**src/rtl/lpm_ram.sv**
```systemverilog
`default_nettype none

module lpm_ram #(
    parameter int unsigned WIDTH = 8,
    parameter int unsigned DEPTH = 16
) (
    input  wire logic                                        i_clk,
    input  wire logic                                        i_wr_en,
    input  wire logic [((DEPTH > 1) ? $clog2(DEPTH) : 1)-1:0] i_wr_addr,
    input  wire logic [WIDTH-1:0]                            i_wr_data,
    input  wire logic [((DEPTH > 1) ? $clog2(DEPTH) : 1)-1:0] i_rd_addr,
    output logic      [WIDTH-1:0]                            o_rd_data
);

    logic [WIDTH-1:0] r_mem [DEPTH];

    always_ff @(posedge i_clk) begin
        if (i_wr_en) begin
            r_mem[i_wr_addr] <= i_wr_data;
        end
        o_rd_data <= r_mem[i_rd_addr];
    end

endmodule

`default_nettype wire

```
**config.mk**
```make
export PLATFORM = sky130hd
export DESIGN_NAME = lpm_ram
export DESIGN_NICKNAME = d
export VERILOG_FILES = /design/src/rtl/lpm_ram.sv
export SDC_FILE = /design/constraint.sdc
export NUM_CORES = 1
export LEC_CHECK = 0
export ABC_CLOCK_PERIOD_IN_PS = 1900
export BUFFER_PORTS_ARGS = -buffer_cell sky130_fd_sc_hd__buf_2
export CAP_MARGIN = 20
export CORE_UTILIZATION = 40
export DETAILED_ROUTE_END_ITERATION = 7
export HOLD_SLACK_MARGIN = 0.15
export PLACE_DENSITY_LB_ADDON = 0.3
export SYNTH_ARGS = -nofsm -noshare
export SYNTH_HDL_FRONTEND = slang
export SYNTH_SLANG_ARGS = --single-unit
```
**constraint.sdc**
```tcl
create_clock -name i_clk -period 1.9 [get_ports i_clk]
set_input_delay 0.285 -clock i_clk [delete_from_list [all_inputs] [get_ports i_clk]]
set_output_delay 0.285 -clock i_clk [all_outputs]
set_load 0.05 [all_outputs]
```
## Yosys cells after proc, flatten, opt, wreduce, memory -nomap -nowiden

Memories as Yosys holds them, arrays and structs flattened. A register that Yosys moved wholly into a read port is not among the register bits.
Index checks and enable logic that the tools add are counted.
W data, S select, Z words.

| cells by class | value |
|---|---|
| muxes and demuxes | 2 |

Operators with widths:

| cell | number |
|---|---|
| $mux W1 | 2 |

| word-level totals | value |
|---|---|
| logic and storage cells | 3 |
| register bits | 0 |
| RAM bits | 128 |
| memories | 1 |

Memory list:

| name | words | width | read ports | clocked after Yosys merged registers in | write ports | RTL line | RTL |
|---|---|---|---|---|---|---|---|
| r_mem | 16 | 8 | 1 | 1 | 1 | 15 | `logic [WIDTH-1:0] r_mem [DEPTH];` |

## Logic depth before layout (Yosys ltp)

Gate-level depths: netlist of the first run.

| depth | value |
|---|---|
| depth in word-level cells | 2 |
| gate-level depth with buffers | 5 |
| gate-level depth less buffers | 3 |

## Worst setup path before layout of the first run

No wires, ideal clock.

| timing | value |
|---|---|
| path kind | in2reg |
| start | in i_wr_addr[2] (netlist name) |
| end | mem r_mem[0][0] (enable) |
| setup slack | 122 ps |
| arrival | 1395 ps |
| required time | 1517 ps |
| cell stages on the path | 2 |
| library setup time | 383 ps |
| cells stage by stage | or3b_2 -> nor3_1 |

RTL lines:

| what | RTL line | RTL |
|---|---|---|
| start: declaration | 9 | `input wire logic [((DEPTH > 1) ? $clog2(DEPTH) : 1)-1:0] i_wr_addr,` |
| end: declaration | 15 |  |

Straight into the memory's write port.

==> results of run 1 <==
cell type report:
cell class | instances | area (µm²)
clock buffers | 17 | 425
clock inverters | 15 | 155
fillers | 1029 | 6390
multi-input cells | 83 | 1060
flip-flops and latches | 136 | 4000
well taps | 172 | 215
repair buffers | 48 | 323
power groups by stage:
| stage | sequential, mW | combinational, mW | clock (mW) |
|---|---|---|---|
| 6_report | 3.38 | 0.383 | 3.14 |
| 5_1_grt | 3.38 | 0.413 | 3.31 |
| 4_1_cts | 3.38 | 0.391 | 3.18 |
| 3_5_place_dp | 3.44 | 0.390 | 0 |
| 3_3_place_gp | 3.44 | 0.385 | 0 |
| 2_1_floorplan | 3.50 | 0.170 | 0 |
path summary, 6_finish.rpt:
| path | startpoint | to | slack [ps] |
|---|---|---|---|
| worst max-delay path | r_mem[9][4]$_DFFE_PP_ | o_rd_data[4]$_DFF_P_ | 490 |
| worst min-delay path | i_wr_data[7] | r_mem[4][7]$_DFFE_PP_ | 260 |
| worst max register to register | r_mem[9][4]$_DFFE_PP_ | o_rd_data[4]$_DFF_P_ | 490 |
| worst min register to register | r_mem[11][2]$_DFFE_PP_ | o_rd_data[2]$_DFF_P_ | 680 |
through the flow:
step | hold slack [ps] | utilization (%)
final | 263 | 49.2
after global routing | 263 | 49.2
after CTS | 253 | 49.2
after detailed placement | 670 | 44.5
after global placement | 669 | 44.5
after floorplan | 384 | -
kinds of logic after synthesis:
| kind of cell | synth area share, % |
|---|---|
| AO/OA/AOI/OAI | 2.33 |
| AND/OR/NAND/NOR | 3.18 |
| multiplexers | 15.0 |
| buffers and inverters | 1.68 |
| flip-flops | 77.8 |
per-layer routing:
layer / up-vias / share of wire, % / GRT usage, %
met5: - / 0.13 / 0
met4: 2 / 1.5 / 5.97
met3: 15 / 7.9 / 5.18
met2: 91 / 48 / 26.3
met1: 1276 / 42 / 22.0
li1: 1088 / - / -
state kept, by name, indices dropped and copies added (netlist names):
name,cells
r_mem,128
o_rd_data,8
critical path, delay by kind of cell (launching register included):
kind | cells | cell delay [ps]
AOI/OAI and AO/OA | 1 | 290
muxes | 1 | 510
and+or+nand+nor | 1 | 100
DFF | 1 | 380
layout by cell type (no fill, tap or decap), drive strengths merged:
cell type and instances:
edfxtp 128, buf 48, mux4 32, clkbuf 17
a22oi 16, nor2 13, nand2 9, dfxtp 8
clkinv 7, clkinvlp 5, nor3 4, nand3b 2
nand2b 2, bufinv 2, nor2b 1, and2 1
and2b 1, nand3 1, or3b 1, inv 1
==> flow_summary.yaml, run 1 <==
setup_path:
  crit_chain: "mux4_1 -> a22oi_1 -> nand2_1"
  cp.required_ps: 2170
  worstSetupPathType: "reg2reg"
  cp_slowest_stage_delay_ps: 510
  cp_slowest_cell: "mux4_1"
  arrival_ps: 1690
  reg2regPathDepth: 3
  critPathLaunchType: "register"
  cp-end-kind: "register"
  cp_max_fo: 1
timing:
  max_freq_ghz: 0.708
  rsz0062_at_grt: "false"
  slew_headroom_pct: 72.7
  finalCritPeriodShare_pct: 74.3
  skew_ps: 7.69
  worst_slew_pin_slew_ps: 409
  setup_viol: 0
  final.setup.worst_slack_ps: 487
  finalHoldViolCount: 0
  fin_crit_ps: 1410
  tns_ps: 0
  final_max_slew_viol_count: 0
synth:
  synth_top_area_share_pct: 74.7
  ys_types: 19
  yosysSeqAreaShare_pct: 77.8
  synth_edf_count: 128
  synth.largest_area_cell: "edfxtp_1"
  ys_ff_latch: 136
  syn-cell-area_mm2: 0.00515
  synth_commonest_cells: "128 x edfxtp_1, 18 x mux4_2, 16 x a22oi_1"
  synth_area_leaders: "edfxtp_1 75%, mux4_2 7.9%, mux4_1 7.1%, dfxtp_1 3.1%, a22oi_1 2.3%"
  synthFlopType: "edfxtp_1"
  syn_nets: 247
  syn_avg_cell_area_um2: 22.5
  yosys_warnings: 0
  synthCells: 229
  async_reset_ff_share_pct: 0
  yosysMostFrequentCell: "edfxtp_1"
power:
  swShare_pct: 21.3
  intPower_mw: 5.42
  comb_power_share_pct: 5.6
  power_density_mw_per_mm2: 1120
  clockPowerShare_pct: 45.5
  power_frac_seq_pct: 48.9
  power.total_mw: 6.90
  total_leakage_power_nw: 2.09
  p_switching_mw: 1.47
  ir_drop_v: 0.000628
floorplan:
  die_height_um: 115
  die_area_mm2: 0.0133
  core_mm2: 0.0126
  die_w_um: 115
  initial_core_util_pct: 41.0
  num_io_pins: 26
  rows: 41
layout:
  syn_to_final_growth_pct: 20.1
  antenna_cells: 0
  drive_gt1_share_pct: 32.8
  instances_no_fill: 471
  stdcell_area_mm2: 0.00618
  nets: 304
global_route:
  track_usage_pct: 16.7
  grt_pass1_vias: 2520
  grt_pass1_wl_um: 15100
  antenna_found_initial: 1
  grt_max_degree: 33
  overflow: 0
job:
  drv_cap: 0
placed_design:
  dpl.hpwl_um: 6300
  pre_cts_slack_ps: 76.7
  dp.cells: 439
  gp_congestion: 0.716
  dpl-instance-area_mm2: 0.00560
  portBuffers: 25
min_path:
  worstHoldPathCells: 1
  hp-class: "in2reg"
cts:
  cts_buffers: 17
  clock_sinks: 136
  ctsHtreeMaxLevel: 4
  tritoncts: "yes"
  postCtsSetupBuffers: 0
  cts_buffer_depth: 2
  clkSlewWorstSetupHoldPaths_ps: 60
  cts-resized-gates: 0
  clkLatencyLatePin_ps: 400
  ctsHoldBuffers: 0
  cts-root-buf: "clkbuf_16"
route:
  avgViaCountPerCell: 5.25
  wl_per_cell_um: 21.0
  num_vias: 2472
  drt_first_pass_iters: 4
  ant_nets: 0
  drt_iter0_drc: 143
  routed_wl_um: 9900
  drcViolationCount: 0
outcome:
  outcome: "completed"
(Power assumes the default switching activity.)
==> run 2: changes to the inputs <==
--- a/config.mk
+++ b/config.mk
@@ -5,7 +5,7 @@
 export SDC_FILE = /design/constraint.sdc
 export NUM_CORES = 1
 export LEC_CHECK = 0
-export ABC_CLOCK_PERIOD_IN_PS = 1900
+export ABC_CLOCK_PERIOD_IN_PS = 1200
 export BUFFER_PORTS_ARGS = -buffer_cell sky130_fd_sc_hd__buf_2
 export CAP_MARGIN = 20
 export CORE_UTILIZATION = 40
==> constraint.sdc (replaced) <==
create_clock -name i_clk -period 1.2 [get_ports i_clk]
set_input_delay 0.18 -clock i_clk [delete_from_list [all_inputs] [get_ports i_clk]]
set_output_delay 0.18 -clock i_clk [all_outputs]
set_load 0.05 [all_outputs]
==> run 2 against run 1 <==
The run now ends with setup timing left; critical path type unchanged; cell area up 5.2%; setup slack worse by 620 ps; count of clock-buffer cells in the layout unchanged; die area unchanged.
==> flow_summary.yaml, run 2 (synthesized netlist as in run 1, its figures left out) <==
route:
  wl_met2_um: 4880
  ant_nets: 0
  met3_length_um: 662
  drt_iter0_drc: 286
  routed_wl_um: 10000
  avgViaCountPerCell: 5.05
  num_vias: 2520
  drcViolationCount: 0
  drt_first_pass_iters: 4
  wl_per_cell_um: 20.0
  met1_length_um: 4400
  topRoutingLayerUsed: "met4"
layout:
  reg_top3: "r_mem (128), o_rd_data (8)"
  syn_to_final_growth_pct: 26.3
  largest_reg_flops: 128
  nets: 332
  stdcell_area_mm2: 0.00650
  antenna_cells: 0
  layout_commonest_cell: "edfxtp_1"
  nFillCells: 1006
  layout_common_cells: "128 x edfxtp_1, 43 x buf_4, 32 x mux4_2, 22 x buf_2, 17 x clkbuf_16"
  drive_gt1_share_pct: 46.2
  final_util_pct: 51.7
  top_register: "r_mem"
  instances_no_fill: 499
floorplan:
  initial_core_util_pct: 41.0
  core_mm2: 0.0126
  num_io_pins: 26
  die_w_um: 115
  die_height_um: 115
  rows: 41
  die_area_mm2: 0.0133
setup_path:
  ff2ff_setup_slack_ps: -130
  arrival_ps: 1620
  critPathLaunchType: "register"
  cp-end-kind: "register"
  cp_max_fo: 1
  r2r_start: "r_mem[3][5]$_DFFE_PP_"
  reg2regPathDepth: 4
  cp.required_ps: 1490
  crit_start: "r_mem[3][5]$_DFFE_PP_"
  rr_endpoint: "o_rd_data[5]$_DFF_P_"
  worstSetupPathType: "reg2reg"
timing:
  max_freq_ghz: 0.751
  finalHoldViolCount: 0
  skew_ps: 8.13
  rsz0062_at_grt: "true"
  slew_headroom_pct: 48.0
  worst_slew_pin_slew_ps: 778
  final_max_slew_viol_count: 0
  fin_crit_ps: 1330
  finalCritPeriodShare_pct: 111
  setup_viol: 8
  final.setup.worst_slack_ps: -132
  whs_ps: 163
cts:
  tritoncts: "yes"
  cts_buffer_depth: 2
  clkSlewWorstSetupHoldPaths_ps: 60
  ctsHtreeMaxLevel: 4
  postCtsSetupBuffers: 0
  clkLatencyLatePin_ps: 400
  clock_sinks: 136
  cts_buffers: 17
  cts-root-buf: "clkbuf_16"
placed_design:
  portBuffers: 25
  dpl.hpwl_um: 6750
  dpl-instance-area_mm2: 0.00588
  dp.cells: 466
  gp_congestion: 0.691
global_route:
  track_usage_pct: 17.1
  grt_pass1_vias: 2712
  grt_pass1_wl_um: 15700
  grt_max_degree: 17
  antenna_found_initial: 0
  overflow: 0
power:
  intPower_mw: 8.68
  ir_drop_v: 0.00118
  swShare_pct: 21.4
  total_leakage_power_nw: 2.23
  power_density_mw_per_mm2: 1700
  power_frac_seq_pct: 48.4
  comb_power_share_pct: 6.6
  p_switching_mw: 2.37
  clockPowerShare_pct: 45.0
outcome:
  violations: "setup timing"
  outcome: "finished, violations left"
min_path:
  min_from: "i_wr_data[6]"
  hold_end: "r_mem[7][6]$_DFFE_PP_"
  worstHoldPathCells: 1
  hp-class: "in2reg"
job:
  drv_cap: 0
## run 2: worst max path at each step
stage	endpoint	slack, ps	depth (start not counted)
finish	o_rd_data[5]$_DFF_P_	-130	4
global route	o_rd_data[3]$_DFF_P_	-180	3
CTS	o_rd_data[5]$_DFF_P_	-150	4
detailed placement	o_rd_data[1]$_DFF_P_	-430	6
global placement	o_rd_data[3]$_DFF_P_	-400	6
floorplan	r_mem[0][0]$_DFFE_PP_	-110	2
## run 2: cell type report
class	instances	area, µm²	share of cell area, %
clock inverter	15	151	2.33
clock buffer	17	425	6.54
sequential	136	4000	61.6
tap	172	215	3.31
timing repair buffer	76	622	9.57
multi-input combinational	83	1080	16.7
## run 2: power groups by stage
stage / combinational [mW] / sequential [mW] / clock [mW]
2_1_floorplan: 0.303 / 5.54 / 0
3_3_place_gp: 0.699 / 5.44 / 0
3_5_place_dp: 0.710 / 5.44 / 0
4_1_cts: 0.733 / 5.35 / 5.06
5_1_grt: 0.783 / 5.35 / 5.25
6_report: 0.729 / 5.34 / 4.98
## run 2: what timing repair did
item | CTS | global route
pin swaps | 1 | 1
hold endpoints to repair | 16 | 0
resized for setup | 8 | 3
hold buffers | 1 | 0
setup endpoints to repair | 10 | 9
## run 2: layer usage
layer  vias to the layer above  track usage (%)
met3                         4             3.87
met5                         -                0
li1                       1132                -
met2                        78             27.2
met1                      1306             23.3
met4                         0             5.97
## run 2: worst max-delay path: stages, from the launching register on
cell and delay [ps]:
edfxtp_1 360, mux4_2 500, a22oi_2 170, buf_4 150, nand2_2 40
## run 2: per-stage QoR
| stage | setup TNS, ps | setup WS, ps | power [mW] |
|---|---|---|---|
| floorplan | -1220 | -113 | 5.85 |
| global placement | -18830 | -401 | 6.14 |
| detailed placement | -21320 | -433 | 6.15 |
| CTS | -714 | -146 | 11.1 |
| global route | -1020 | -185 | 11.4 |
| finish | -608 | -132 | 11.1 |
==> run 3: changes to the inputs <==
--- a/config.mk
+++ b/config.mk
@@ -5,12 +5,15 @@
 export SDC_FILE = /design/constraint.sdc
 export NUM_CORES = 1
 export LEC_CHECK = 0
+export ABC_AREA = 1
 export ABC_CLOCK_PERIOD_IN_PS = 1200
 export BUFFER_PORTS_ARGS = -buffer_cell sky130_fd_sc_hd__buf_2
 export CAP_MARGIN = 20
 export CORE_UTILIZATION = 40
 export DETAILED_ROUTE_END_ITERATION = 7
+export GPL_ROUTABILITY_DRIVEN = 1
 export HOLD_SLACK_MARGIN = 0.15
+export MAX_ROUTING_LAYER = met4
 export PLACE_DENSITY_LB_ADDON = 0.3
 export SYNTH_ARGS = -nofsm -noshare
 export SYNTH_HDL_FRONTEND = slang
==> run 3 against run 2 <==
Synthesized cell count grew 140%; final cell count grew 59%; setup slack gained 180 ps; critical path type is now reg2out; count of clock-buffer cells in the layout grew 3; core utilization shrank 2.4 points; the flow now finishes without violations; sequential share of layout area shrank 3.5 points; highest routed layer unchanged; synthesized area grew 12%; largest cell class unchanged; clock power grew 5.2%.
==> flow_summary.yaml, run 3 <==
outcome:
  outcome: "completed"
layout:
  layout_commonest_cell: "nand2_1"
  antenna_cells: 0
  nets: 620
  final_util_pct: 49.3
  top_register: "r_mem"
  layout_common_cells: "173 x nand2_1, 128 x edfxtp_1, 100 x inv_1, 97 x nand3_1"
  largest_reg_flops: 128
  syn_to_final_growth_pct: 19.6
  reg_top3: "r_mem (128), o_rd_data (8)"
  stdcell_area_mm2: 0.00690
  drive_gt1_share_pct: 13.5
setup_path:
  cp-end-kind: "primary output"
  ff2ff_setup_slack_ps: 170
  cp.required_ps: 1020
  r2r_start: "r_mem[4][1]$_DFFE_PP_"
  crit_chain: "buf_2"
  cp_slowest_stage_delay_ps: 300
  rr_endpoint: "o_rd_data[1]$_DFF_P_"
  crit_start: "o_rd_data[6]$_DFF_P_"
  cp_slowest_cell: "dfxtp_1"
  path_delay_family: "flip-flops"
  endpoint: "o_rd_data[6]"
  arrival_ps: 970
  cp.depth: 1
  reg2regPathDepth: 6
  worstSetupPathType: "reg2out"
  critPathLaunchType: "register"
  critPathBufInv: 1
  cp_max_fo: 1
placed_design:
  dpl.hpwl_um: 8150
  pre_cts_slack_ps: -89.4
  gp_congestion: 0.792
  dpl-instance-area_mm2: 0.00629
  portBuffers: 25
timing:
  worst_slew_pin_slew_ps: 413
  skew_ps: 5.62
  fin_crit_ps: 1150
  max_freq_ghz: 0.868
  whs_ps: 191
  slew_headroom_pct: 72.5
  finalCritPeriodShare_pct: 96.0
  rsz0062_at_grt: "false"
  final.setup.worst_slack_ps: 48.3
  finalHoldViolCount: 0
  final_max_slew_viol_count: 0
  setup_viol: 0
synth:
  syn_nets: 569
  syn_avg_cell_area_um2: 10.5
  synth.largest_area_cell: "edfxtp_1"
  ys_types: 12
  synthCells: 551
  ys_ff_latch: 136
  yosysSeqAreaShare_pct: 69.4
  syn-cell-area_mm2: 0.00577
  synth_commonest_cells: "173 x nand2_1, 128 x edfxtp_1, 100 x inv_1"
  synthFlopType: "edfxtp_1"
  synth_top_area_share_pct: 66.7
  yosys_warnings: 0
  yosysMostFrequentCell: "nand2_1"
  async_reset_ff_share_pct: 0
  synth_edf_count: 128
  synth_area_leaders: "edfxtp_1 67%, nand2_1 11%, nand3_1 8.4%, inv_1 6.5%, dfxtp_1 2.8%"
power:
  power.total_mw: 11.4
  ir_drop_v: 0.00104
  power_density_mw_per_mm2: 1650
  total_leakage_power_nw: 3.01
min_path:
  hp-class: "in2reg"
route:
  wl_per_cell_um: 16.1
  routed_wl_um: 12800
  drt_iter0_drc: 326
  avgViaCountPerCell: 4.79
  ant_nets: 0
  drcViolationCount: 0
  num_vias: 3807
  drt_first_pass_iters: 5
floorplan:
  rows: 43
  initial_core_util_pct: 41.2
  die_area_mm2: 0.0149
  core_mm2: 0.0140
  die_height_um: 122
  die_w_um: 122
  num_io_pins: 26
global_route:
  grt_pass1_wl_um: 20300
  overflow: 0
  grt_pass1_vias: 3691
  antenna_found_initial: 0
  grt_max_degree: 36
  track_usage_pct: 19.9
cts:
  ctsHtreeMaxLevel: 4
  tritoncts: "yes"
  clkLatencyLatePin_ps: 420
  cts_buffer_depth: 2
  postCtsSetupBuffers: 0
  clock_sinks: 136
  cts_buffers: 17
  cts-root-buf: "clkbuf_16"
  clkSlewWorstSetupHoldPaths_ps: 60
job:
  drv_cap: 0
==> run 3: final cells by class <==
| cell class | count | area [µm²] |
|---|---|---|
| multi-input combinational | 289 | 1210 |
| clock buffer | 20 | 437 |
| timing repair buffer | 56 | 478 |
| tap | 180 | 225 |
| fill | 1269 | 7090 |
| inverter | 102 | 383 |
| sequential | 136 | 4000 |
| clock inverter | 12 | 156 |
==> run 3: worst register-to-register path, stage by stage (launching register included) <==
cell      delay (ps)
edfxtp_1         350
inv_1             60
nand2_1           50
nand3_1          110
nand3_1          150
nand3_1          130
nand2_1           70
==> run 3: worst min path at each step <==
stage,startpoint,end,slack [ps],cells after the start
floorplan,i_wr_data[0],r_mem[0][0]$_DFFE_PP_,280,0
finish,i_wr_data[7],r_mem[10][7]$_DFFE_PP_,190,1
global route,i_wr_data[3],r_mem[10][3]$_DFFE_PP_,200,1
global placement,i_rd_addr[3],o_rd_data[7]$_DFF_P_,540,3
detailed placement,i_rd_addr[3],o_rd_data[6]$_DFF_P_,540,3
CTS,i_wr_data[5],r_mem[0][5]$_DFFE_PP_,180,1
==> run 3: power breakdown <==
part | internal [mW] | total, mW | switching [mW]
clock | 3.43 | 5.24 | 1.81
combinational | 0.252 | 0.821 | 0.569
sequential | 5.31 | 5.34 | 0.0279
total | 8.99 | 11.4 | 2.41
==> run 3: logic make-up (layout without fill, tap and decap cells) <==
family | count (synthesis) | count (layout) | synth area share (%)
buffers and inverters | 126 | 190 | 9.52
and+or+nand+nor | 289 | 289 | 21.0
DFF | 136 | 136 | 69.4
==> run 3: per-stage QoR <==
step	TNS, ps	cells
floorplan	0	551
global placement	-956	762
detailed placement	-1320	762
CTS	0	795
global route	0	795
finish	0	795
==> run 3: per-layer routing <==
layer  up-vias  wire length [µm]  global-route usage (%)
met5         -                 0                       -
met3        27               620                    3.60
li1       1873                 -                       -
met2       110              6370                    31.8
met4         0               356                    10.2
met1      1797              5490                    24.0
==> run 3: repair_timing <==
action,in CTS,in global routing
gates resized for setup,2,0
setup endpoints to repair,2,0
hold buffers,1,0
hold endpoints to repair,7,0
