### src/rtl/lpm_pkg.sv
`default_nettype none

package lpm_pkg;

    localparam int unsigned ADDR_W     = 32;
    localparam int unsigned IFACE_W    = 4;
    localparam int unsigned IN_DATA_W  = 136;
    localparam int unsigned OUT_DATA_W = 104;

    typedef enum logic [1:0] {
        ST_FOUND = 2'd0,
        ST_MISS  = 2'd1,
        ST_ADDED = 2'd2,
        ST_FULL  = 2'd3
    } t_status;

    localparam logic FUNC_ADD    = 1'b0;
    localparam logic FUNC_LOOKUP = 1'b1;

    // one routing entry, dest in the lowest bits
    typedef struct packed {
        logic [IFACE_W-1:0] iface;
        logic [ADDR_W-1:0]  mask;
        logic [ADDR_W-1:0]  gateway;
        logic [ADDR_W-1:0]  dest;
    } t_entry;

    localparam int unsigned ENTRY_W = $bits(t_entry);

    typedef struct packed {
        logic start;
        logic vld;
        logic last;
    } t_scan_ctl;

    typedef struct packed {
        logic done;
        logic found;
    } t_scan_res;

endpackage

`default_nettype wire

### src/rtl/lpm_scan.sv
`default_nettype none

module lpm_scan
    import lpm_pkg::*;
(
    input  wire logic              i_clk,
    input  wire logic              i_rst_n,
    input  wire t_scan_ctl         i_ctl,
    input  wire logic [ADDR_W-1:0] i_addr,
    input  wire t_entry            i_entry,
    output t_scan_res              o_res,
    output t_entry                 o_best
);

    logic   r_busy;
    logic   r_have;
    logic   r_done;
    t_entry r_best;

    logic w_take;
    logic w_host_hit;
    logic w_match;

    assign w_take     = r_busy && i_ctl.vld;
    assign w_host_hit = w_take && (i_entry.mask == '0) && (i_entry.dest == i_addr);
    assign w_match    = w_take && (i_entry.mask != '0)
                        && (((i_entry.dest ^ i_addr) & i_entry.mask) == '0)
                        && (!r_have || (i_entry.mask > r_best.mask));

    always_ff @(posedge i_clk) begin
        if (!i_rst_n) begin
            r_busy <= 1'b0;
            r_have <= 1'b0;
            r_done <= 1'b0;
        end else begin
            r_done <= 1'b0;
            if (i_ctl.start) begin
                r_busy <= 1'b1;
                r_have <= 1'b0;
            end else if (w_host_hit) begin
                // exact host route ends the scan at once
                r_best <= i_entry;
                r_have <= 1'b1;
                r_busy <= 1'b0;
                r_done <= 1'b1;
            end else if (w_take) begin
                if (w_match) begin
                    r_best <= i_entry;
                    r_have <= 1'b1;
                end
                if (i_ctl.last) begin
                    r_busy <= 1'b0;
                    r_done <= 1'b1;
                end
            end
        end
    end

    assign o_res.done  = r_done;
    assign o_res.found = r_have;
    assign o_best      = r_best;

endmodule

`default_nettype wire

### config.mk
export PLATFORM = sky130hd
export DESIGN_NAME = lpm_scan
export DESIGN_NICKNAME = d
export VERILOG_FILES = /design/src/rtl/lpm_pkg.sv /design/src/rtl/lpm_scan.sv
export SDC_FILE = /design/constraint.sdc
export NUM_CORES = 1
export LEC_CHECK = 0
export BUFFER_PORTS_ARGS = -buffer_cell sky130_fd_sc_hd__buf_4
export CORE_MARGIN = 5
export CORE_UTILIZATION = 49
export CTS_CLUSTER_DIAMETER = 200
export CTS_CLUSTER_SIZE = 10
export DETAILED_ROUTE_END_ITERATION = 12
export PLACE_DENSITY = 0.9
export SLEW_MARGIN = 20
export SYNTH_ARGS = -nofsm -noshare
export SYNTH_HDL_FRONTEND = slang
export SYNTH_SLANG_ARGS = --single-unit
### constraint.sdc
create_clock -name i_clk -period 14.8 [get_ports i_clk]
set_clock_uncertainty 0.05 [all_clocks]
set_input_delay 0 -clock i_clk [delete_from_list [all_inputs] [get_ports i_clk]]
set_output_delay 0 -clock i_clk [all_outputs]
set_load 0.03 [all_outputs]
After elaboration in Yosys (flattened, before gate mapping)
Index checks and enable logic that the tools add are counted.
- $lt $le $gt $ge: 1
- eq/ne operators: 1
- muxes and demuxes: 13
- bitwise operators: 4
- reduce and logical (&&, ||, !) cells: 19
- operators with widths (operator ; number):
    two-way mux 100 bit ; 3
    zero test 32 bit ; 2
    bitwise AND 32 bit ; 1
    == test 32 bit ; 1
    greater-than comparator 32 bit ; 1
    nonzero test 32 bit ; 1
    XOR 32 bit ; 1
    two-way mux 1 bit ; 10
    logical AND 1 bit ; 6
    nonzero test 3 bit ; 2
    AND reduction 2 bit ; 2
    AND reduction 4 bit ; 1
    nonzero test 2 bit ; 2
    NOT 1 bit ; 2
    OR reduction 2 bit ; 1
    zero test 1 bit ; 1
    logical OR 1 bit ; 1
- register bits: 103
- output and inout bits: 102
- logic and storage cells: 45

Longest topological paths before layout
Gate-level depths: netlist (run 1).
- depth after elaboration: 8
- gate-level depth with buffers: 8
- mapped depth without buffers: 8

Least setup slack after synthesis (run 1)
No wires, ideal clock.
- path type: register to register
- start: reg r_best, in the netlist o_best[78]
- end: reg r_best, in the netlist o_best[0] (enable)
- arrival time: 6.621 ns
- required time: 14.156 ns
- setup slack: 7.535 ns
- stages on the path, launching flop included: 9
- buffers on the path: 0
- period minus slack after synthesis: 7.265 ns
- cell sequence: edfxtp_1 -> inv_1 -> ha_1 -> and4_1 -> nand2_1 -> a211o_1 -> a311oi_1 -> nor4_1 -> o22ai_1
- word-level cells in the longest chain between the ends: 5
- ends and longest elaborated chain (item ; line ; source):
    from (decl) ; lpm_scan.sv:18 ; t_entry r_best;
    from (signal assigned) ; lpm_scan.sv:42 ; r_best <= i_entry;
    from (signal assigned) ; lpm_scan.sv:48 ; r_best <= i_entry;
    greater-than comparator 32 bit ; lpm_scan.sv:28 ; && (!r_have || (i_entry.mask > r_best.mask));
    logical OR 1 bit ; lpm_scan.sv:28 ;
    logical AND 1 bit ; lpm_scan.sv:28 ;
    nonzero test 2 bit (no source line) ; n/a ;
    AND reduction 4 bit (no source line) ; n/a ;
No other way between the ends.
A chain may end at the register's enable or synchronous reset.

Worst setup path in the final report (run 1)
- start: in i_entry[73] (netlist name)
- end: reg r_best, in the netlist o_best[35] (enable)
- word-level cells in the longest chain between the ends: 6
- ends and longest elaborated chain (item ; line ; source):
    from (decl) ; lpm_scan.sv:10 ; input wire t_entry i_entry,
    branches (longest 5 deep; another with greater-than comparator 32 bit) ; n/a ;
    AND reduction 4 bit (no source line) * ; n/a ;
Mark *: on every way between the ends.

==> impl_results.md, run 1 <==
- Pleak: approximately 3.3 nW
- Largest net degree at the start of global routing: just under 80
- Hold wc startpoint: i_ctl[1]
- Total CTS buffers: 9
- Post-Synthesis Cell Area: roughly 4500 um2
- Post-layout net count: 824
- Overall Power: slightly below 0.6 mW
- Sequential-to-total area share from yosys stat: about two thirds
- Synth async-reset ratio: 0%
- Mapped Cells: around 300
- CTS Root Buffer Type: clkbuf_8
- Arrival time at the worst endpoint: between 4 and 5 ns
- Vias: 4,725
- Post-Place Worst Slack: roughly 11 ns
- Synth warn: 0
- Top FF cell, synth: edfxtp_1
- Critical path origin: i_entry[73]
- Fmax: roughly 0.24 GHz
- Area delta synth->final: 69.53%
- Rows: 35
- Area share of the largest cell type after synthesis: 66.24%
- DIE WIDTH: around 110 um
- Ports: ~240
- RR Startpoint: o_best[78]$_DFFE_PP_
- DRT Pass-1 Iters: 8
- Final hold vios: 0
- Crit. End Element: flip-flop
- Crit share post-route: 28.32%
- Yosys top cell by area: edfxtp_1
- DP HPWL: roughly 12,000 um
- Die area: 11,280 um2
- ANT cells: 0
- Max_slew headroom: between 30% and 40%
- Setup TNS: 0 ns
- Critical path type: input port to flip-flop
- Final Non-Filler Cells: 770
- Power Density: around 77 nW/um2
- CP Launch Type: input port
- PnR worst setup slack: ~11 ns
- Hold Crit Class: input port to flip-flop
- Crit path max fanout: 76
- Fin Hold WS: 0.2259 ns
- Routed vias/inst: just over 6
- DRC Markers: 0
- RD Place Congestion: 0.9400
- Slew at the pin closest to its max-slew limit: 0.9954 ns
- Unique masters post-synth: 34
- Syn Area/Cell: between 10 and 15 um2
- Synth area leaders: edfxtp_1 (66%), ha_1 (8.8%), xor2_1 (6.0%), inv_1 (2.8%), nor4_1 (2.5%)
- Initial drt markers: 760
- Net Count, Synth: between 400 and 500
- Peak VDD IR: around 0.000062 V
- Post-Route WL: roughly 21,000 um
- Final setup violation count: 0
- Initial Util: 49.77%
- Die Y: 106.2 um
- H-tree depth: 3
- Clock latency on the worst-skew pair: roughly 0.39 ns
- Run status: completed
- Final Max Tran Viols: 0
- Placed Cells: 651
- Fraction of layout cells with a size suffix above 1: about two fifths
- CTS tree: built
- Routed wire per std cell: approximately 28 um
- Critical Path RT: ~15 ns
- ANT nets after route: 0
- MaxCap Viol Count: 0
- Core area: slightly above 9000 um2
- Clock transition at the registers of the reported paths: 0.10 ns
- EDFF count, synth: 100
- #FFs+latches synth: roughly 100
- Top post-synthesis cells by count: edfxtp_1 (100), inv_1 (34), ha_1 (32)
- Grt ovf: 0
- GRT Resource Usage Total: 37.68%
- Minimum clock period: 4.191 ns
- Most frequent cell after synthesis: edfxtp_1
- CTS Buffer Depth: 2
- Vias in the first global route: a little under 5k
- RSZ-0062 raised after global routing: no
- Initial antenna violation count: 0
- Clk sinks: just over 100
- First-pass GRT wire length: 31,080 um
- Setup Fix Bufs, Post-CTS: 0
- Port Buffer Count: between 200 and 250
==> flip-flops by register name (all words and copies together) (netlist names) <==
signal,flops
r_busy,1
o_best,100
r_have,1
r_done,1
==> area by class of cell <==
| cell class | instances | area, um2 |
|---|---|---|
| Fill cell | 373 | 1424 |
| Clock inverter | 6 | 55.05 |
| Multi-Input combinational cell | 164 | 1341 |
| Timing Repair Buffer | 343 | 2835 |
| Clock buffer | 9 | 123.9 |
| Sequential cell | 103 | 3063 |
| Tap cell | 111 | 138.9 |
| Inverter | 34 | 127.6 |
==> where the power goes <==
| part | total, mW | leakage, nW | internal [mW] | switching (mW) |
|---|---|---|---|---|
| clock | 0.176 | 0.0922 | 0.0638 | 0.112 |
| sequential | 0.320 | 0.923 | 0.319 | 0.000267 |
| combinational | 0.0977 | 2.31 | 0.0534 | 0.0443 |
==> critical path, stage by stage <==
cell	delay, ns
dlygate4sd3_1	0.56
buf_4	0.16
nor4_1	0.64
nand4_1	0.21
or2_2	0.33
or4_1	0.60
o22ai_4	0.70
buf_4	0.91
==> metal layers <==
metal | global-route usage (%) | share of wire (%) | vias up
met1 | 43.93 | 33 | 2172
met4 | 18.41 | 6.8 | 0
met3 | 12.02 | 14 | 137
met5 | 0 | 0 | -
met2 | 62.81 | 47 | 541
li1 | - | - | 1875
==> path summary, 6_finish.rpt <==
kind | to | slack, ns | cells past startpoint
hold / removal | r_have$_SDFFE_PP0P_ | 0.23 | 4
hold reg to reg | r_have$_SDFFE_PP0P_ | 0.51 | 2
setup reg to reg | o_best[35]$_DFFE_PP_ | 10.80 | 9
setup / recovery | o_best[35]$_DFFE_PP_ | 10.61 | 8
==> timing repair <==
| action | in CTS | in global routing |
|---|---|---|
| endpoints found under the hold margin | 103 | 0 |
| resized for setup | 0 | 0 |
| hold buffers | 104 | 0 |
==> placed cells by master, fill, tap and decap left out, types with 2 or more instances in the layout <==
cell,Yosys,final
dlygate4sd3_1,0,104
ha_1,32,32
inv_1,34,34
nand3_1,6,6
xor2_1,31,31
clkbuf_8,0,9
inv_6,0,2
a21oi_1,14,14
dfxtp_1,3,3
nor4_1,18,18
o21ai_0,3,3
a221oi_1,7,7
clkinv_4,0,3
or4_1,2,2
a22oi_1,2,2
buf_4,2,239
nor2b_1,3,3
and4_1,4,4
edfxtp_1,100,100
nand2_1,9,9
a22o_1,7,7
nand4_1,9,9
a31oi_1,2,2
==> logic make-up after synthesis <==
kind of cell,Yosys count,share of synthesized area (%)
simple gates,58,7.811
xor+xnor,32,6.183
buf+inv,36,3.146
flops,103,67.57
compound gates,42,6.459
fa+ha+maj,32,8.832
==> stage by stage <==
step	util, %	cell area, um2
after CTS	84.37	7685
after global placement	70.98	6465
final	84.37	7685
after global routing	84.37	7685
after floorplan	-	4533
after detailed placement	70.98	6465
(Power assumes the default switching activity.)
==> inputs of run 2 (changes only) <==
CORE_UTILIZATION = 41   (was 49)
PLACE_DENSITY = 0.81   (was 0.9)
clock period = 3.4 ns   (was 14.8 ns; I/O delays follow)
==> run 2 against run 1 <==
Global-route usage decreased by 14 points. Count of clock-buffer cells in the layout unchanged. Via count decreased by 15%. Largest cell class unchanged. Utilization decreased by 12 points. Cell count increased by 4.3%. Worst hold slack got worse by 0.075 ns. Clock power increased to 4.8 times the previous value. Sequential share of layout area decreased by 0.73 points. Sequential power increased to 4.3 times the previous value.
==> impl_results.md, run 2 (same netlist as run 1, synthesis figures left out) <==
- Routed vias/inst: 5.000 (-19%)
- Core area: 10,840 um2 (+19%)
- Post-layout net count: 827 (+0.36%)
- Clock transition at the registers of the reported paths: 0.10 ns (about the same)
- CTS Buffer Depth: 2 (unchanged)
- Fraction of layout cells with a size suffix above 1: 39.52% (+0.52 points)
- ANT cells: 0 (unchanged)
- DRC Markers: 0 (unchanged)
- Clk sinks: 103 (unchanged)
- Seq. cell area: 3063 um2 (unchanged)
- GRT Resource Usage Total: 24.05% (-14 points)
- Port Buffer Count: 238 (unchanged)
- Arrival time at the worst endpoint: 3.07 ns (-1.07 ns)
- Pleak: 3.347 nW (+0.78%)
- Placed Cells: 681 (+4.6%)
- Slowest CP cell: nor4_1
- ANT nets after route: 0 (unchanged)
- Crit-path cells: inv_1 -> ha_1 -> nand4_1 -> nand4bb_1 -> nor4_1 -> a311oi_2 -> nor4_2 -> o22ai_4 -> buf_12
- Final Max Tran Viols: 0 (unchanged)
- Fmax: between 0.3 and 0.4 GHz
- DP HPWL: 11,790 um (about the same)
- Vias in the first global route: 4,493 (-7.7%)
- First-pass GRT wire length: 23,870 um (-23%)
- H-tree depth: 3 (unchanged)
- Most frequent cells in the layout: buf_4 (239), dlygate4sd3_1 (106), edfxtp_1 (100), inv_1 (33)
- Grt ovf: 0 (unchanged)
- CTS Root Buffer Type: clkbuf_8
- Final Non-Filler Cells: 803 (+4.3%)
- Area delta synth->final: 72.67%
- Power Density: 335.3 nW/um2 (+330%)
- Ports: 239 (unchanged)
- Crit path max fanout: 77 (+1.3%)
- Critical Path RT: 3.44 ns (-11.31 ns)
- Die area: 13,260 um2 (+18%)
- RSZ-0062 raised after global routing: no
- Critical path type: flip-flop to flip-flop
- Max_slew headroom: 53.24% (+20 points)
- Clock latency on the worst-skew pair: 0.37 ns (-0.02 ns)
- Initial drt markers: 332 (-56%)
- RR Startpoint: o_best[91]$_DFFE_PP_
- CTS tree: built
- Initial Util: 41.82% (-7.9 points)
- MaxCap Viol Count: 0 (unchanged)
- Fillers: 726 (+95%)
- Routed wire per std cell: 19.97 um (-27%)
- CP Launch Type: flip-flop
- Initial antenna violation count: 0 (unchanged)
- Post-DP Area: 6546 um2 (+1.3%)
- Area of the multi-input gates: 1366 um2 (+1.9%)
- Final setup violation count: 0 (unchanged)
- Largest net degree at the start of global routing: 78 (+1.3%)
- Die Y: 115.2 um (+8.4%)
- Hold wc startpoint: i_ctl[1]
- DIE WIDTH: 115.2 um (+8.4%)
- Total CTS buffers: 9 (unchanged)
- Minimum clock period: approximately 3.0 ns
- Peak VDD IR: 0.0002445 V (+300%)
- Setup Fix Bufs, Post-CTS: 0 (unchanged)
- Cell area after layout: 7828 um2 (+1.9%)
- Resized cells post-CTS: 0 (unchanged)
- Crit. End Element: flip-flop
- DRT Pass-1 Iters: 4 (-4)
- Critical path origin: o_best[91]$_DFFE_PP_
- Rows: 38 (+8.6%)
- CTS Hold Bufs: 106 (+1.9%)
- Run status: completed
- Hold Crit Class: input port to flip-flop
- Slew at the pin closest to its max-slew limit: 0.6950 ns (-0.3004 ns)
- RD Place Congestion: 0.9238 (-1.7%)
- Vias: 4,015 (-15%)
- Max reg flops: 100 (unchanged)
- Crit share post-route: 89.20%
- Most common cell after layout, fill and taps aside: buf_4
- Crit-path max cell delay: 0.62 ns (-0.29 ns)
- Post-Route WL: 16,040 um (-24%)
- Final hold vios: 0 (unchanged)
[run 2: layout make-up]
cell class	instances	share of cell area, %
clock buffer	9	1.582
clock inverter	7	1.231
inverter	34	1.630
multi-input combinational	164	17.46
sequential	103	39.13
tap	140	2.238
timing repair buffer	346	36.73
[run 2: routing by layer]
layer	GRT usage (%)	wire, um	up-vias
met2	43.79	8277	207
met3	7.105	1590	22
li1	-	-	1887
met1	27.29	5850	1899
met4	6.886	318	0
met5	0	0	-
[run 2: path summary, 6_finish.rpt]
path / endpoint / slack (ns) / cells past startpoint
worst max-delay path: o_best[16]$_DFFE_PP_ / 0.37 / 9
worst min-delay path: r_have$_SDFFE_PP0P_ / 0.15 / 4
worst max register to register: o_best[16]$_DFFE_PP_ / 0.37 / 9
worst min register to register: r_have$_SDFFE_PP0P_ / 0.51 / 2
[run 2: power breakdown]
group | switching, mW | internal, mW | leakage, nW
Sequential | 0.000878 | 1.39 | 0.923
Clock | 0.435 | 0.416 | 0.103
Combinational | 0.151 | 0.232 | 2.32
Total | 0.587 | 2.04 | 3.35
[run 2: through the flow]
step	util [%]	power, mW	TNS [ns]	hold WS [ns]	setup WS, ns
floorplan	-	1.507	-43.88	0.04887	-0.4388
global placement	60.39	1.691	0	0.1288	0.6690
detailed placement	60.39	1.699	0	0.1296	0.4330
CTS	72.21	2.630	0	0.1404	0.4406
global route	72.21	2.720	0	0.1679	0.2356
finish	72.21	2.625	0	0.1514	0.3671
[run 2: critical path: cells and delay by family (launching register included)]
| family | cells | cell delay (ns) |
|---|---|---|
| compound gates | 2 | 0.22 |
| simple gates | 4 | 1.45 |
| flops | 1 | 0.37 |
| buf+inv | 2 | 0.31 |
| fa+ha+maj | 1 | 0.31 |
==> inputs of run 3 (changes only) <==
BUFFER_PORTS_ARGS = -buffer_cell sky130_fd_sc_hd__buf_2   (was -buffer_cell sky130_fd_sc_hd__buf_4)
PLACE_DENSITY = 0.82   (was 0.81)
==> run 3 against run 2 <==
Non-clock buffer count down 1. Critical path depth unchanged. Setup slack worse by 0.023 ns. Global-route usage down 2.1 points. Cell count down 0.12%. Count of clock-buffer cells in the layout unchanged. Power down 7.4%. Critical path type unchanged. Largest cell class unchanged.
==> impl_results.md, run 3 (same netlist as run 1, synthesis figures left out) <==
- Vias in the first global route: 4,310 (-4.1%)
- Initial drt markers: 247 (-26%)
- Port Buffer Count: 238 (unchanged)
- Crit share post-route: 89.88% (+0.68 points)
- GRT Resource Usage Total: 21.95% (-2.1 points)
- Fin Hold WS: 0.1331 ns (-0.01828 ns)
- First-pass GRT wire length: 22,090 um (-7.5%)
- Crit path max fanout: 39 (-49%)
- Hold Crit Class: input port to flip-flop
- CP Launch Type: flip-flop
- Final hold vios: 0 (unchanged)
- Max reg flops: 100 (unchanged)
- Die area: 13,260 um2 (unchanged)
- DP HPWL: 11,050 um (-6.3%)
- Initial Util: 41.82% (unchanged)
- Arrival time at the worst endpoint: 3.08 ns (about the same)
- Most frequent cells in the layout: buf_2 (238), dlygate4sd3_1 (105), edfxtp_1 (100), inv_1 (33)
- Routed vias/inst: 4.918 (-1.6%)
- Critical path type: flip-flop to flip-flop
- Clock power share: 29.2% (-3.2 points)
- Grt ovf: 0 (unchanged)
- CTS tree: built
- DIE WIDTH: 115.2 um (unchanged)
- DRC Markers: 0 (unchanged)
- Switching share of power: 23.92% (+1.6 points)
- Top sig layer: met4
- Ports: 239 (unchanged)
- Logic gate share of total power: 13.5% (-1.1 points)
- Met2 routed WL: 7374 um (-11%)
- CTS Buffer Depth: 2 (unchanged)
- Post-DP Area: 5951 um2 (-9.1%)
- Fraction of layout cells with a size suffix above 1: 39.73% (+0.21 points)
- Vias: 3,944 (-1.8%)
- RD Place Congestion: 0.8653 (-6.3%)
- Setup Fix Bufs, Post-CTS: 0 (unchanged)
- DRT Pass-1 Iters: 4 (unchanged)
- Most common cell after layout, fill and taps aside: buf_2
- Total CTS buffers: 9 (unchanged)
- P_int: 1.849 mW (-9.3%)
- Wire length on met3: 1360 um (-14%)
- Initial antenna violation count: 0 (unchanged)
- Peak VDD IR: 0.0002558 V (+4.6%)
- Largest net degree at the start of global routing: 62 (-21%)
- Met1 Routed Length: 5660 um (-3.2%)
- H-tree depth: 3 (unchanged)
- Register share of total power: 57.2% (+4.2 points)
- Critical Path RT: 3.43 ns (about the same)
- Setup TNS: 0 ns (unchanged)
- Overall Power: 2.430 mW (-7.4%)
- ANT cells: 0 (unchanged)
- Rows: 38 (unchanged)
- Cell area after layout: 7183 um2 (-8.2%)
- Die Y: 115.2 um (unchanged)
- Run status: completed
- Minimum clock period: 3.056 ns (+0.02312 ns)
- MaxCap Viol Count: 0 (unchanged)
- Reg2reg setup slack: 0.34 ns (-0.02 ns)
- Crit. End Element: flip-flop
- Clock transition at the registers of the reported paths: 0.10 ns (about the same)
- ANT nets after route: 0 (unchanged)
- Slew at the pin closest to its max-slew limit: 0.6349 ns (-0.06003 ns)
- Max_slew headroom: 57.28% (+4.0 points)
- Switch Pwr: 0.5813 mW (-0.93%)
- Clk sinks: 103 (unchanged)
- Final Max Tran Viols: 0 (unchanged)
- Post-Route WL: 14,680 um (-8.5%)
- Clock latency on the worst-skew pair: 0.37 ns (about the same)
- Fillers: 788 (+8.5%)
- Pleak: 3.113 nW (-7.0%)
- Area delta synth->final: 58.46%
- Routed wire per std cell: 18.30 um (-8.4%)
- CTS Root Buffer Type: clkbuf_8
- Fmax: 0.3272 GHz (-0.76%)
- Post-layout net count: 826 (-0.12%)
- Resized cells post-CTS: 0 (unchanged)
- RSZ-0062 raised after global routing: no
- Power Density: 338.3 nW/um2 (+0.89%)
- Final setup violation count: 0 (unchanged)
- Core area: 10,840 um2 (unchanged)
run 3: cell types whose count changed in the layout (fill, tap and decap cells not counted):
cell,delta
clkinvlp_4,+1
buf_4,-238
buf_2,+238
clkinv_1,-1
bufinv_16,-2
dlygate4sd3_1,-1
clkinv_4,+2
run 3: final cells by class:
cell class / instances / area (um2) / area share (%)
Clock buffer: 9 / 123.9 / 1.724
Multi-Input combinational cell: 164 / 1366 / 19.02
Sequential cell: 103 / 3063 / 42.64
Inverter: 34 / 127.6 / 1.777
Timing Repair Buffer: 345 / 2270 / 31.60
Clock inverter: 7 / 57.56 / 0.8013
Tap cell: 140 / 175.2 / 2.439
run 3: per-stage QoR:
stage          util [%]  std cells  setup slack (ns)
2_1_floorplan         -        303           -0.4388
3_3_place_gp      54.89        681            0.6229
5_1_grt           66.26        802            0.1038
4_1_cts           66.26        802            0.3467
6_report          66.26        802            0.3440
3_5_place_dp      54.89        681            0.3720
run 3: final timing paths:
| kind | startpoint | endpoint | cells after the start |
|---|---|---|---|
| worst min register to register | r_have$_SDFFE_PP0P_ | r_have$_SDFFE_PP0P_ | 2 |
| worst min-delay path | i_ctl[1] | r_done$_SDFF_PP0_ | 4 |
| worst max register to register | o_best[89]$_DFFE_PP_ | o_best[30]$_DFFE_PP_ | 9 |
| worst max-delay path | o_best[89]$_DFFE_PP_ | o_best[30]$_DFFE_PP_ | 9 |
run 3: power by group through the flow:
stage | logic [mW] | registers (mW) | clock network, mW
final | 0.329 | 1.39 | 0.711
after global routing | 0.360 | 1.39 | 0.793
after CTS | 0.328 | 1.39 | 0.734
after detailed placement | 0.232 | 1.42 | 0
after global placement | 0.226 | 1.42 | 0
after floorplan | 0.0871 | 1.42 | 0
run 3: timing repair:
item                       CTS  global route
setup endpoints to repair    0             0
hold endpoints to repair   103             0
hold buffers               105             0
run 3: layer usage:
| layer | GRT usage (%) | vias up |
|---|---|---|
| met4 | 6.338 | 0 |
| met5 | 0 | - |
| met1 | 26.01 | 1857 |
| met3 | 6.684 | 24 |
| met2 | 38.54 | 175 |
| li1 | - | 1888 |
run 3: worst max-delay path, stage by stage, from the launching register on:
cell and delay [ns]:
edfxtp_1 0.38, inv_1 0.06, ha_1 0.30, nand4_1 0.16, nand4bb_1 0.29, nor4_1 0.58
a311oi_2 0.09, nor4_2 0.40, o22ai_4 0.14, buf_4 0.32
